===== config.mk =====
export PLATFORM = sky130hd
export DESIGN_NAME = led_cycle_timer_core
export DESIGN_NICKNAME = d
export VERILOG_FILES = /design/src/rtl/lct_pkg.sv /design/src/rtl/lct_step.sv /design/src/rtl/led_cycle_timer_core.sv
export VERILOG_INCLUDE_DIRS = /design/src /design/src/rtl
export SDC_FILE = /design/constraint.sdc
export NUM_CORES = 1
export LEC_CHECK = 0
export BUFFER_PORTS_ARGS = -buffer_cell sky130_fd_sc_hd__buf_4
export CAP_MARGIN = 20
export CORE_ASPECT_RATIO = 0.8
export CORE_UTILIZATION = 60
export DETAILED_ROUTE_END_ITERATION = 8
export PLACE_DENSITY = 0.86
export SYNTH_ARGS = -nofsm -noshare
export SYNTH_HDL_FRONTEND = slang
export SYNTH_SLANG_ARGS = --single-unit

===== constraint.sdc =====
create_clock -name clk -period 5.5 [get_ports clk]
set_clock_uncertainty 0.1 [all_clocks]
set_input_delay 0.275 -clock clk [delete_from_list [all_inputs] [get_ports clk]]
set_output_delay 0.275 -clock clk [all_outputs]
set_load 0.02 [all_outputs]

===== src/rtl/assert_macros.svh =====
// Assertion helpers shared by the RTL. Each macro expects clk and rst_n in scope.
`ifndef ASSERT_MACROS_SVH
`define ASSERT_MACROS_SVH

// Same-cycle implication, checked outside reset.
`define ASSERT_SAME(label, ante, cons, msg) \
    label: assert property (@(posedge clk) disable iff (!rst_n) (ante) |-> (cons)) \
        else $error(msg);

// Next-cycle implication, checked outside reset.
`define ASSERT_NEXT(label, ante, cons, msg) \
    label: assert property (@(posedge clk) disable iff (!rst_n) (ante) |=> (cons)) \
        else $error(msg);

`endif


===== src/rtl/lct_pkg.sv =====
package lct_pkg;

    // Milliseconds per second and the width of a timing threshold in ms.
    localparam int unsigned MS_PER_S = 1000;
    localparam int unsigned MS_W     = 27;

    localparam logic [31:0] NO_LIMIT = 32'hFFFF_FFFF;

    // Phase codes.
    localparam logic [2:0] PH_IDLE  = 3'd0;
    localparam logic [2:0] PH_PRE   = 3'd1;
    localparam logic [2:0] PH_SET   = 3'd2;
    localparam logic [2:0] PH_ON    = 3'd3;
    localparam logic [2:0] PH_RESET = 3'd4;
    localparam logic [2:0] PH_COUNT = 3'd5;
    localparam logic [2:0] PH_OFF   = 3'd6;

    // Input word kinds.
    localparam logic [1:0] KIND_TICK = 2'd0;
    localparam logic [1:0] KIND_RUN  = 2'd1;
    localparam logic [1:0] KIND_STOP = 2'd2;

    // Configuration register indexes.
    localparam logic [2:0] CFG_START_DELAY = 3'd0;
    localparam logic [2:0] CFG_ON_TIME     = 3'd1;
    localparam logic [2:0] CFG_OFF_TIME    = 3'd2;
    localparam logic [2:0] CFG_CHARGE_LIM  = 3'd3;
    localparam logic [2:0] CFG_REPEAT      = 3'd4;

    // Channel state.
    typedef struct packed {
        logic [2:0]  phase;
        logic [31:0] phase_stamp;
        logic [31:0] on_stamp;
        logic [31:0] off_stamp;
        logic [15:0] remaining;
        logic [31:0] on_total;
        logic        drive;
        logic        stopping;
    } chan_state_t;

    // Configuration, with the timings already scaled to milliseconds.
    typedef struct packed {
        logic [MS_W-1:0] start_ms;
        logic [MS_W-1:0] on_ms;
        logic [MS_W-1:0] off_ms;
        logic [31:0]     charge_limit;
        logic [15:0]     repeat_count;
    } chan_cfg_t;

endpackage


===== src/rtl/lct_step.sv =====
module lct_step
    import lct_pkg::*;
(
    input  logic [1:0]  kind,
    input  logic [31:0] now_ms,
    input  logic [31:0] charge_used,
    input  chan_state_t cur,
    input  chan_cfg_t   cfg,
    output chan_state_t nxt,
    output logic        refused
);

    logic [MS_W-1:0] sd_ms;
    logic [MS_W-1:0] on_ms;
    logic [MS_W-1:0] off_ms;
    logic [31:0]     lim;
    logic [31:0]     elapsed;
    logic            over_charge;
    logic            on_done;
    logic [31:0]     off_point;
    logic [31:0]     on_span;
    logic [15:0]     rem_dec;

    // A stop in progress forces one-second timings and no charge limit.
    assign sd_ms  = cur.stopping ? MS_W'(MS_PER_S) : cfg.start_ms;
    assign on_ms  = cur.stopping ? MS_W'(MS_PER_S) : cfg.on_ms;
    assign off_ms = cur.stopping ? MS_W'(MS_PER_S) : cfg.off_ms;
    assign lim    = cur.stopping ? NO_LIMIT : cfg.charge_limit;

    // Shared time and charge comparisons.
    assign elapsed     = now_ms - cur.phase_stamp;
    assign over_charge = charge_used > lim;
    assign on_done     = elapsed >= 32'(on_ms);

    // The turn-off step either uses the stored off stamp or, when it follows
    // the on phase in the same tick, the current time.
    assign off_point = (cur.phase == PH_ON) ? now_ms : cur.off_stamp;
    assign on_span   = off_point - cur.on_stamp;
    assign rem_dec   = (cur.remaining != 16'd0) ? cur.remaining - 16'd1 : 16'd0;

    // Next state for one word.
    always_comb
    begin
        nxt     = cur;
        refused = 1'b0;
        case (kind)
            KIND_TICK:
            begin
                case (cur.phase)
                    PH_PRE:
                    begin
                        if (elapsed > 32'(sd_ms))
                        begin
                            nxt.phase = PH_SET;
                        end
                    end
                    PH_SET:
                    begin
                        nxt.drive       = 1'b1;
                        nxt.phase_stamp = now_ms;
                        nxt.on_stamp    = now_ms;
                        nxt.phase       = PH_ON;
                    end
                    PH_ON:
                    begin
                        if (over_charge)
                        begin
                            nxt.off_stamp = now_ms;
                            nxt.phase     = PH_RESET;
                            nxt.remaining = 16'd0;
                        end
                        else if (on_done)
                        begin
                            nxt.off_stamp   = now_ms;
                            nxt.drive       = 1'b0;
                            nxt.on_total    = cur.on_total + on_span;
                            nxt.phase_stamp = now_ms;
                            nxt.phase       = PH_COUNT;
                        end
                    end
                    PH_RESET:
                    begin
                        nxt.drive       = 1'b0;
                        nxt.on_total    = cur.on_total + on_span;
                        nxt.phase_stamp = now_ms;
                        nxt.phase       = PH_COUNT;
                    end
                    PH_COUNT:
                    begin
                        nxt.remaining = rem_dec;
                        if (rem_dec != 16'd0)
                        begin
                            nxt.phase = PH_OFF;
                        end
                        else
                        begin
                            nxt.phase_stamp = 32'd0;
                            nxt.stopping    = 1'b0;
                            nxt.phase       = PH_IDLE;
                        end
                    end
                    PH_OFF:
                    begin
                        if (elapsed > 32'(off_ms))
                        begin
                            nxt.phase = PH_SET;
                        end
                    end
                    default:
                    begin
                        nxt = cur;
                    end
                endcase
            end
            KIND_RUN:
            begin
                if (cur.phase != PH_IDLE)
                begin
                    refused = 1'b1;
                end
                else
                begin
                    nxt.phase       = PH_PRE;
                    nxt.remaining   = cfg.repeat_count;
                    nxt.on_total    = 32'd0;
                    nxt.phase_stamp = now_ms;
                end
            end
            KIND_STOP:
            begin
                if (cur.phase != PH_IDLE)
                begin
                    nxt.stopping  = 1'b1;
                    nxt.remaining = 16'd1;
                end
            end
            default:
            begin
                nxt = cur;
            end
        endcase
    end

endmodule


===== src/rtl/led_cycle_timer_core.sv =====
// LED cycle timer, one channel; instantiate one per LED string.
// Input stream (s_axis): each word is a millisecond tick, a run command or a
// stop command, selected by tuser, with the current time and charge reading
// in tdata. Every accepted word yields exactly one result word on m_axis
// carrying the LED drive, phase, cycles left, on-time total and a refused
// flag for a run that arrived while the channel was active.
// Configuration: cfg_we writes cfg_data to register cfg_index;
// write only while the channel has no word in flight. Timings are scaled to
// milliseconds as they are written.
// Datapath: an accepted word is held in the input register, then the state
// update and result are captured together in the output register. Throughput
// is one word per clock while the receiver takes results; the state update is
// a combinational compare and add, so a word may follow every cycle.
// Reset clears the channel to idle with all stamps and totals at zero and
// restores the register defaults (one second timings, no charge limit, a
// repeat count of one). When the receiver stalls, the result is held in the output
// register, the input register fills, and s_axis_tready falls.
`include "assert_macros.svh"

module led_cycle_timer_core
    import lct_pkg::*;
(
    input  logic        clk,
    input  logic        rst_n,
    input  logic        s_axis_tvalid,
    output logic        s_axis_tready,
    input  logic [63:0] s_axis_tdata,   // now_ms[31:0], charge_used[63:32]
    input  logic [1:0]  s_axis_tuser,   // kind[1:0]
    output logic        m_axis_tvalid,
    input  logic        m_axis_tready,
    output logic [55:0] m_axis_tdata,   // led_on[0], phase[3:1], cycles_left[19:4],
                                        // on_time_total_ms[51:20], refused[52], zero[55:53]
    input  logic        cfg_we,
    input  logic [2:0]  cfg_index,
    input  logic [31:0] cfg_data
);

    logic        in_valid_reg;
    logic [1:0]  in_kind_reg;
    logic [31:0] in_now_reg;
    logic [31:0] in_charge_reg;
    logic        out_valid_reg;
    logic [55:0] out_data_reg;
    logic        advance;
    chan_state_t state_reg;
    chan_state_t state_next;
    chan_cfg_t   cfg_reg;
    logic        refused_next;

    // The input register moves into the output register when that is free.
    assign advance       = in_valid_reg && (!out_valid_reg || m_axis_tready);
    assign s_axis_tready = !in_valid_reg || advance;
    assign m_axis_tvalid = out_valid_reg;
    assign m_axis_tdata  = out_data_reg;

    // Input register.
    always_ff @(posedge clk or negedge rst_n)
    begin
        if (!rst_n)
        begin
            in_valid_reg <= 1'b0;
        end
        else if (s_axis_tready)
        begin
            in_valid_reg <= s_axis_tvalid;
        end
    end

    always_ff @(posedge clk)
    begin
        if (s_axis_tvalid && s_axis_tready)
        begin
            in_kind_reg   <= s_axis_tuser;
            in_now_reg    <= s_axis_tdata[31:0];
            in_charge_reg <= s_axis_tdata[63:32];
        end
    end

    // Configuration registers, timings held in milliseconds.
    always_ff @(posedge clk or negedge rst_n)
    begin
        if (!rst_n)
        begin
            cfg_reg.start_ms     <= MS_W'(MS_PER_S);
            cfg_reg.on_ms        <= MS_W'(MS_PER_S);
            cfg_reg.off_ms       <= MS_W'(MS_PER_S);
            cfg_reg.charge_limit <= NO_LIMIT;
            cfg_reg.repeat_count <= 16'd1;
        end
        else if (cfg_we)
        begin
            case (cfg_index)
                CFG_START_DELAY:
                    cfg_reg.start_ms <= MS_W'(cfg_data[14:0]) * MS_W'(MS_PER_S);
                CFG_ON_TIME:
                    cfg_reg.on_ms <= MS_W'(cfg_data[14:0]) * MS_W'(MS_PER_S);
                CFG_OFF_TIME:
                    cfg_reg.off_ms <= MS_W'(cfg_data[16:0]) * MS_W'(MS_PER_S);
                CFG_CHARGE_LIM:
                    cfg_reg.charge_limit <= cfg_data;
                CFG_REPEAT:
                    cfg_reg.repeat_count <= cfg_data[15:0];
                default:
                begin
                    cfg_reg <= cfg_reg;
                end
            endcase
        end
    end

    // Phase sequencer for one word.
    lct_step u_step
    (
        .kind        (in_kind_reg),
        .now_ms      (in_now_reg),
        .charge_used (in_charge_reg),
        .cur         (state_reg),
        .cfg         (cfg_reg),
        .nxt         (state_next),
        .refused     (refused_next)
    );

    // Channel state, updated as each word is committed.
    always_ff @(posedge clk or negedge rst_n)
    begin
        if (!rst_n)
        begin
            state_reg <= '0;
        end
        else if (advance)
        begin
            state_reg <= state_next;
        end
    end

    // Result register.
    always_ff @(posedge clk or negedge rst_n)
    begin
        if (!rst_n)
        begin
            out_valid_reg <= 1'b0;
        end
        else if (advance)
        begin
            out_valid_reg <= 1'b1;
        end
        else if (m_axis_tready)
        begin
            out_valid_reg <= 1'b0;
        end
    end

    always_ff @(posedge clk)
    begin
        if (advance)
        begin
            out_data_reg <= {3'b000, refused_next, state_next.on_total,
                             state_next.remaining, state_next.phase, state_next.drive};
        end
    end

    // Checks on the channel state.
    `ASSERT_SAME(a_drive_phase, state_reg.drive,
        (state_reg.phase == PH_ON) || (state_reg.phase == PH_RESET),
        "LED driven outside the on phases")
    `ASSERT_SAME(a_on_drive, state_reg.phase == PH_ON, state_reg.drive,
        "LED not driven in the on phase")
    `ASSERT_SAME(a_stop_active, state_reg.stopping, state_reg.phase != PH_IDLE,
        "stop pending on an idle channel")
    `ASSERT_SAME(a_idle_stamp, state_reg.phase == PH_IDLE, state_reg.phase_stamp == 32'd0,
        "idle channel holds a phase stamp")
    `ASSERT_NEXT(a_hold_state, !advance, $stable(state_reg),
        "channel state changed without a word")
    `ASSERT_NEXT(a_refuse, advance && (in_kind_reg == KIND_RUN) && (state_reg.phase != PH_IDLE),
        m_axis_tdata[52] && $stable(state_reg),
        "run on an active channel not refused")

endmodule

After elaboration in Yosys (flattened, before gate mapping)
Index checks and enable logic that the tools add are counted.
{ "word_totals": {"register_bits": 386, "output_inout_bits": 58, "in_bits": 106, "elab_cells": 112} }
{ "op_classes": {"n_eq_ne": 20, "magnitude_cmp": 4, "n_addsub": 4, "reduce_logical": 25, "mux": 37, "mul": 2} }
{ "op_table": {"columns": ["op", "n"], "rows": [
  ["2-to-1 mux 32 bit", 6],
  ["one-hot mux 32 bit (2 select lines)", 2],
  ["one-hot mux 32 bit (3 select lines)", 1],
  ["2-to-1 mux 35 bit", 2],
  ["one-hot mux 35 bit (2 select lines)", 1],
  ["2-to-1 mux 33 bit", 2],
  ["greater-than comparator 32 x 27 -> 1 bit", 2],
  ["subtractor 32 bit", 2],
  ["2-to-1 mux 25 bit", 2],
  ["2-to-1 mux 16 bit", 3],
  ["2-to-1 mux 48 bit", 1],
  ["one-hot mux 16 bit (3 select lines)", 1],
  ["adder 32 bit", 1],
  [">= comparator 32 x 27 -> 1 bit", 1],
  ["greater-than comparator 32 bit", 1],
  ["one-hot mux 16 bit (2 select lines)", 1],
  ["nonzero test 16 bit", 2],
  ["2-to-1 mux 27 bit", 1],
  ["multiplier 17 x 7 -> 24 bit (second input constant)", 1],
  ["multiplier 15 x 7 -> 22 bit (second input constant)", 1],
  ["one-hot mux 3 bit (6 select lines)", 1],
  ["subtractor 16 x 1 -> 16 bit (second input constant)", 1],
  ["equality test 3 x 2 -> 1 bit (second input constant)", 4],
  ["equality test 3 bit (second input constant)", 4],
  ["25 further kinds", 48]
]} }

Logic depth before layout (Yosys ltp)
{ "logic_depth": {"word_depth": 8, "depth_mapped": 25, "ltp_nobuf": 23} }

By module
A second synthesis with hierarchy kept.
{ "unflattened": {"cells_unflattened": 2763, "hier_area_um2": 28088.2} }
{ "by_module_without_submodules": {"columns": ["mod", "cells_each", "area_per_inst_um2", "n_inst", "seq_area_each_um2"], "rows": [
  ["led_cycle_timer_core", 1235, 17204.0, 1, 10318.6],
  ["lct_step", 1528, 10884.2, 1, 0.0]
]} }

Worst setup path after synthesis
OpenSTA, ideal clock, no wires.
{ "synth_timing": {"path_kind": "register to register", "from": "register in_now_reg[6]", "to": "register out_data_reg[37], in the netlist m_axis_tdata[37] (data pin)", "path_stages_with_launch": 22, "t_required_ps": 5144, "setup_slack_ps": 445, "path_buffers": 2, "t_arrival_ps": 4698, "period_less_slack_ps": 5055, "setup_ps": 256, "cell_sequence": "edfxtp_1 -> ha_1 -> a211o_1 -> nor4_1 -> nor4_1 -> or2_2 -> a21oi_1 -> xnor2_1 -> ha_1 -> nand4_1 -> nor4_1 -> a211oi_1 -> nor2b_1 -> a311o_1 -> a21oi_1 -> o211ai_1 -> nor4_4 -> o21ai_2 -> and2_1 -> clkbuf_1 -> buf_2 -> a22o_1"} }
{ "synth_lines": {"columns": ["item", "line", "source"], "rows": [
  ["start: declaration", "led_cycle_timer_core.sv:40", "logic [31:0] in_now_reg;"],
  ["start signal: assignment", "led_cycle_timer_core.sv:74", "in_now_reg <= s_axis_tdata[31:0];"],
  ["end signal: assignment", "led_cycle_timer_core.sv:157", "out_data_reg <= {3'b000, refused_next, state_next.on_total,"],
  ["end: declaration", "led_cycle_timer_core.sv:43", "logic [55:0] out_data_reg;"]
]} }

Worst setup path in the final report
{ "layout_timing": {"from": "register in_now_reg[12]", "to": "register state_reg[81] in the netlist's numbering"} }
{ "layout_via": {"elab_chain_cells": 4} }
{ "layout_rtl": {"columns": ["item", "line", "source"], "rows": [
  ["subtractor 32 bit", "lct_step.sv:31", "assign elapsed = now_ms - cur.phase_stamp;"],
  [">= comparator 32 x 27 -> 1 bit", "lct_step.sv:33", "assign on_done = elapsed >= 32'(on_ms);"],
  ["nonzero test 2 bit (no line)", null, null],
  ["AND reduction 4 bit (no line)", null, null],
  ["end signal: assignment", "led_cycle_timer_core.sv:132", "state_reg <= state_next;"],
  ["end: declaration", "led_cycle_timer_core.sv:45", "chan_state_t state_reg;"]
]} }
No other way between the ends.
A chain may end at the register's enable or synchronous reset.

==> results.cfg <==
[yosys]
yosys.area.top_type = dfrtp_1
ys_warn_count = 0
ys_ff_latch = 386
synth_flop_cell = dfrtp_1
synthTopCellsByArea = dfrtp_1 (21%), edfxtp_1 (14%), ha_1 (11%)
synth_most_common_cell = ha_1
synth_edf_count = 119
synth_top_area_frac = 0.207
synth_cell_types = 84
syn_avg_cell_area_um2 = 10.5
yosysSeqAreaShare = 0.395
netlist_area_um2 = 26100
ys_top_cells_by_count = ha_1 (236), dfrtp_1 (216), nand2_1 (207)
synthCells = 2494
synthArstFlopShare = 0.692

[clocking]
path_clk_slew_ps = 70
clkLatencyLatePin_ps = 580
cts_tree = done
cts_inserted_buffers = 42
cts_buffer_depth = 3
cts.root.buffer_cell = clkbuf_16
htree_levels = 2
cts.sinks = 386

[drt]
viasPerCell = 6.21
wl_per_cell_um = 21.4
drtIter0Drc = 2116
first_pass_iters = 5
wirelength_um = 72300
antenna_left = 0
route.detailed.drc = 0
num_vias = 20900

[final_layout]
largest_reg_flops = 149
final_nets = 3224
drive_above_1_share = 0.192
nFillCells = 2819
area_delta_synth_final_pct = 18.7

[placed_design]
gp_congestion = 0.952
dp_hpwl_um = 50300
pre_cts_ws_ps = -86.9
port_buffers = 160

[floorplan]
fp.dieH_um = 189
io-pin-count = 164
rows = 67
core_region_area_um2 = 42400
dieWidth_um = 235
start_util = 0.615
dieArea_um2 = 44300

[grt]
antenna_found_initial = 1
grt_use_met2 = 0.505
grt_usage = 0.319
use_met1 = 0.452
groute.layer.met3.usage = 0.0544
grt_max_degree = 113
grt_overflow_total = 0
grt_pass1_vias = 20800
grt.busiest_layer = met2
grt_pass1_wl_um = 112000

[critical_path]
worstPathMaxFanout = 11
cp-start-kind = flip-flop
crit_required_ps = 5860
path_class = reg -> reg
cp-end-kind = flip-flop
cp.arrival_ps = 5670

[job]
drv_cap = 0

[sta]
worst_pin_slew_ps = 980
setup_ws_ps = 187
slew_viol_final = 0
min_period_over_period = 0.966
hold_viol_final = 0
fmax_ghz = 0.188
max-slew-margin-rel = 0.344
setup_violations = 0
holdWs_ps = 14.9
setup-tns-final_ps = 0
finalCriticalPeriod_ps = 5310

[outcome]
status = complete, no violations

[min_path]
hold_class = in -> reg
[layer usage]
metal  share of wire  up-vias
met2            0.46      929
met3           0.080      147
met1            0.44    10400
li1                -     9486
met4           0.024        0
met5               0        -
[worst paths after layout]
check	start	endpoint	slack, ps	cells after the start
max	in_now_reg[12]$_DFFE_PP_	state_reg[81]$_DFFE_PN0P_	190	22
min	cfg_data[1]	cfg_reg[79]$_DFFE_PN0P_	10	2
max reg2reg	in_now_reg[12]$_DFFE_PP_	state_reg[81]$_DFFE_PN0P_	190	22
min reg2reg	cfg_reg[122]$_DFFE_PN0P_	cfg_reg[122]$_DFFE_PN0P_	390	2
max in group asynchronous	rst_n	state_reg[127]$_DFFE_PN0P_	3650	3
min in group asynchronous	rst_n	state_reg[111]$_DFFE_PN0P_	260	2
[worst max-delay path: stages (launching register included)]
cell and delay, ps:
edfxtp_1 470, ha_2 370, and4_1 250, and2_1 180
a221o_1 350, o211ai_4 270, a31oi_4 130, o21ai_1 140
nand2b_1 90, xor2_2 170, ha_1 300, nand2_1 60
nor2_1 140, and3_1 190, o21ai_0 120, or3b_2 480
o211ai_1 210, nor4_4 90, buf_4 180, nand2_2 80
and3_4 280, buf_6 210, mux2_1 340
[layout make-up]
type                    count  area (um2)  area share
clock inverters            24         244     0.00788
multi-input cells        1819       14800       0.479
well taps                 552         691      0.0223
inverters                 192         721      0.0233
diodes                      1        2.50   0.0000808
repair buffers            348        3010      0.0973
clock buffers              52        1130      0.0365
flip-flops and latches    386       10300       0.333
[stage by stage]
stage / cells / cell area, um2 / utilization
final: 3374 / 31000 / 0.730
after global routing: 3374 / 31000 / 0.730
after CTS: 3348 / 30500 / 0.719
after detailed placement: 3171 / 28100 / 0.663
after global placement: 3171 / 28100 / 0.663
after floorplan: 2496 / 26100 / -
[timing repair]
item	4_1_cts	5_1_grt
hold buffers	101	0
endpoints found under the hold margin	211	0
resized for setup	3	51
pin swaps	0	16
endpoints found under the setup margin	23	136
setup buffers	0	19
gates cloned	0	6
[cell usage in the layout (no fill, tap or decap), drive strengths merged, types with 9 or more instances in the layout]
cell,count
a211oi,20
mux2i,68
nor2,150
or2,13
xor2,27
o21bai,12
ha,236
dfstp,51
o22ai,11
nor2b,18
o211ai,18
o31ai,11
xnor2,59
a21o,56
inv,196
buf,244
o21ai,145
mux2,122
nand4,19
and2,12
nand3,51
fa,93
clkinv,14
edfxtp,119
clkbuf,55
a22o,52
nor4,13
a31oi,17
a21oi,119
and3,16
o21a,16
nand2b,74
dlygate4sd3,101
o2bb2ai,9
dfrtp,216
nor3,36
nand2,208
[kinds of logic after synthesis]
group | after synthesis | synth area share
multiplexers | 190 | 0.0829
AND/OR/NAND/NOR | 640 | 0.117
flip-flops | 386 | 0.395
buffers and inverters | 291 | 0.0446
other | 1 | 0.000144
AO/OA/AOI/OAI | 570 | 0.146
adder cells (fa/ha/maj) | 330 | 0.185
XOR/XNOR | 86 | 0.0289
Power is left out: the tool's default activity adds up to more than one toggle a clock period on the data nets, which glitch-free logic cannot reach.
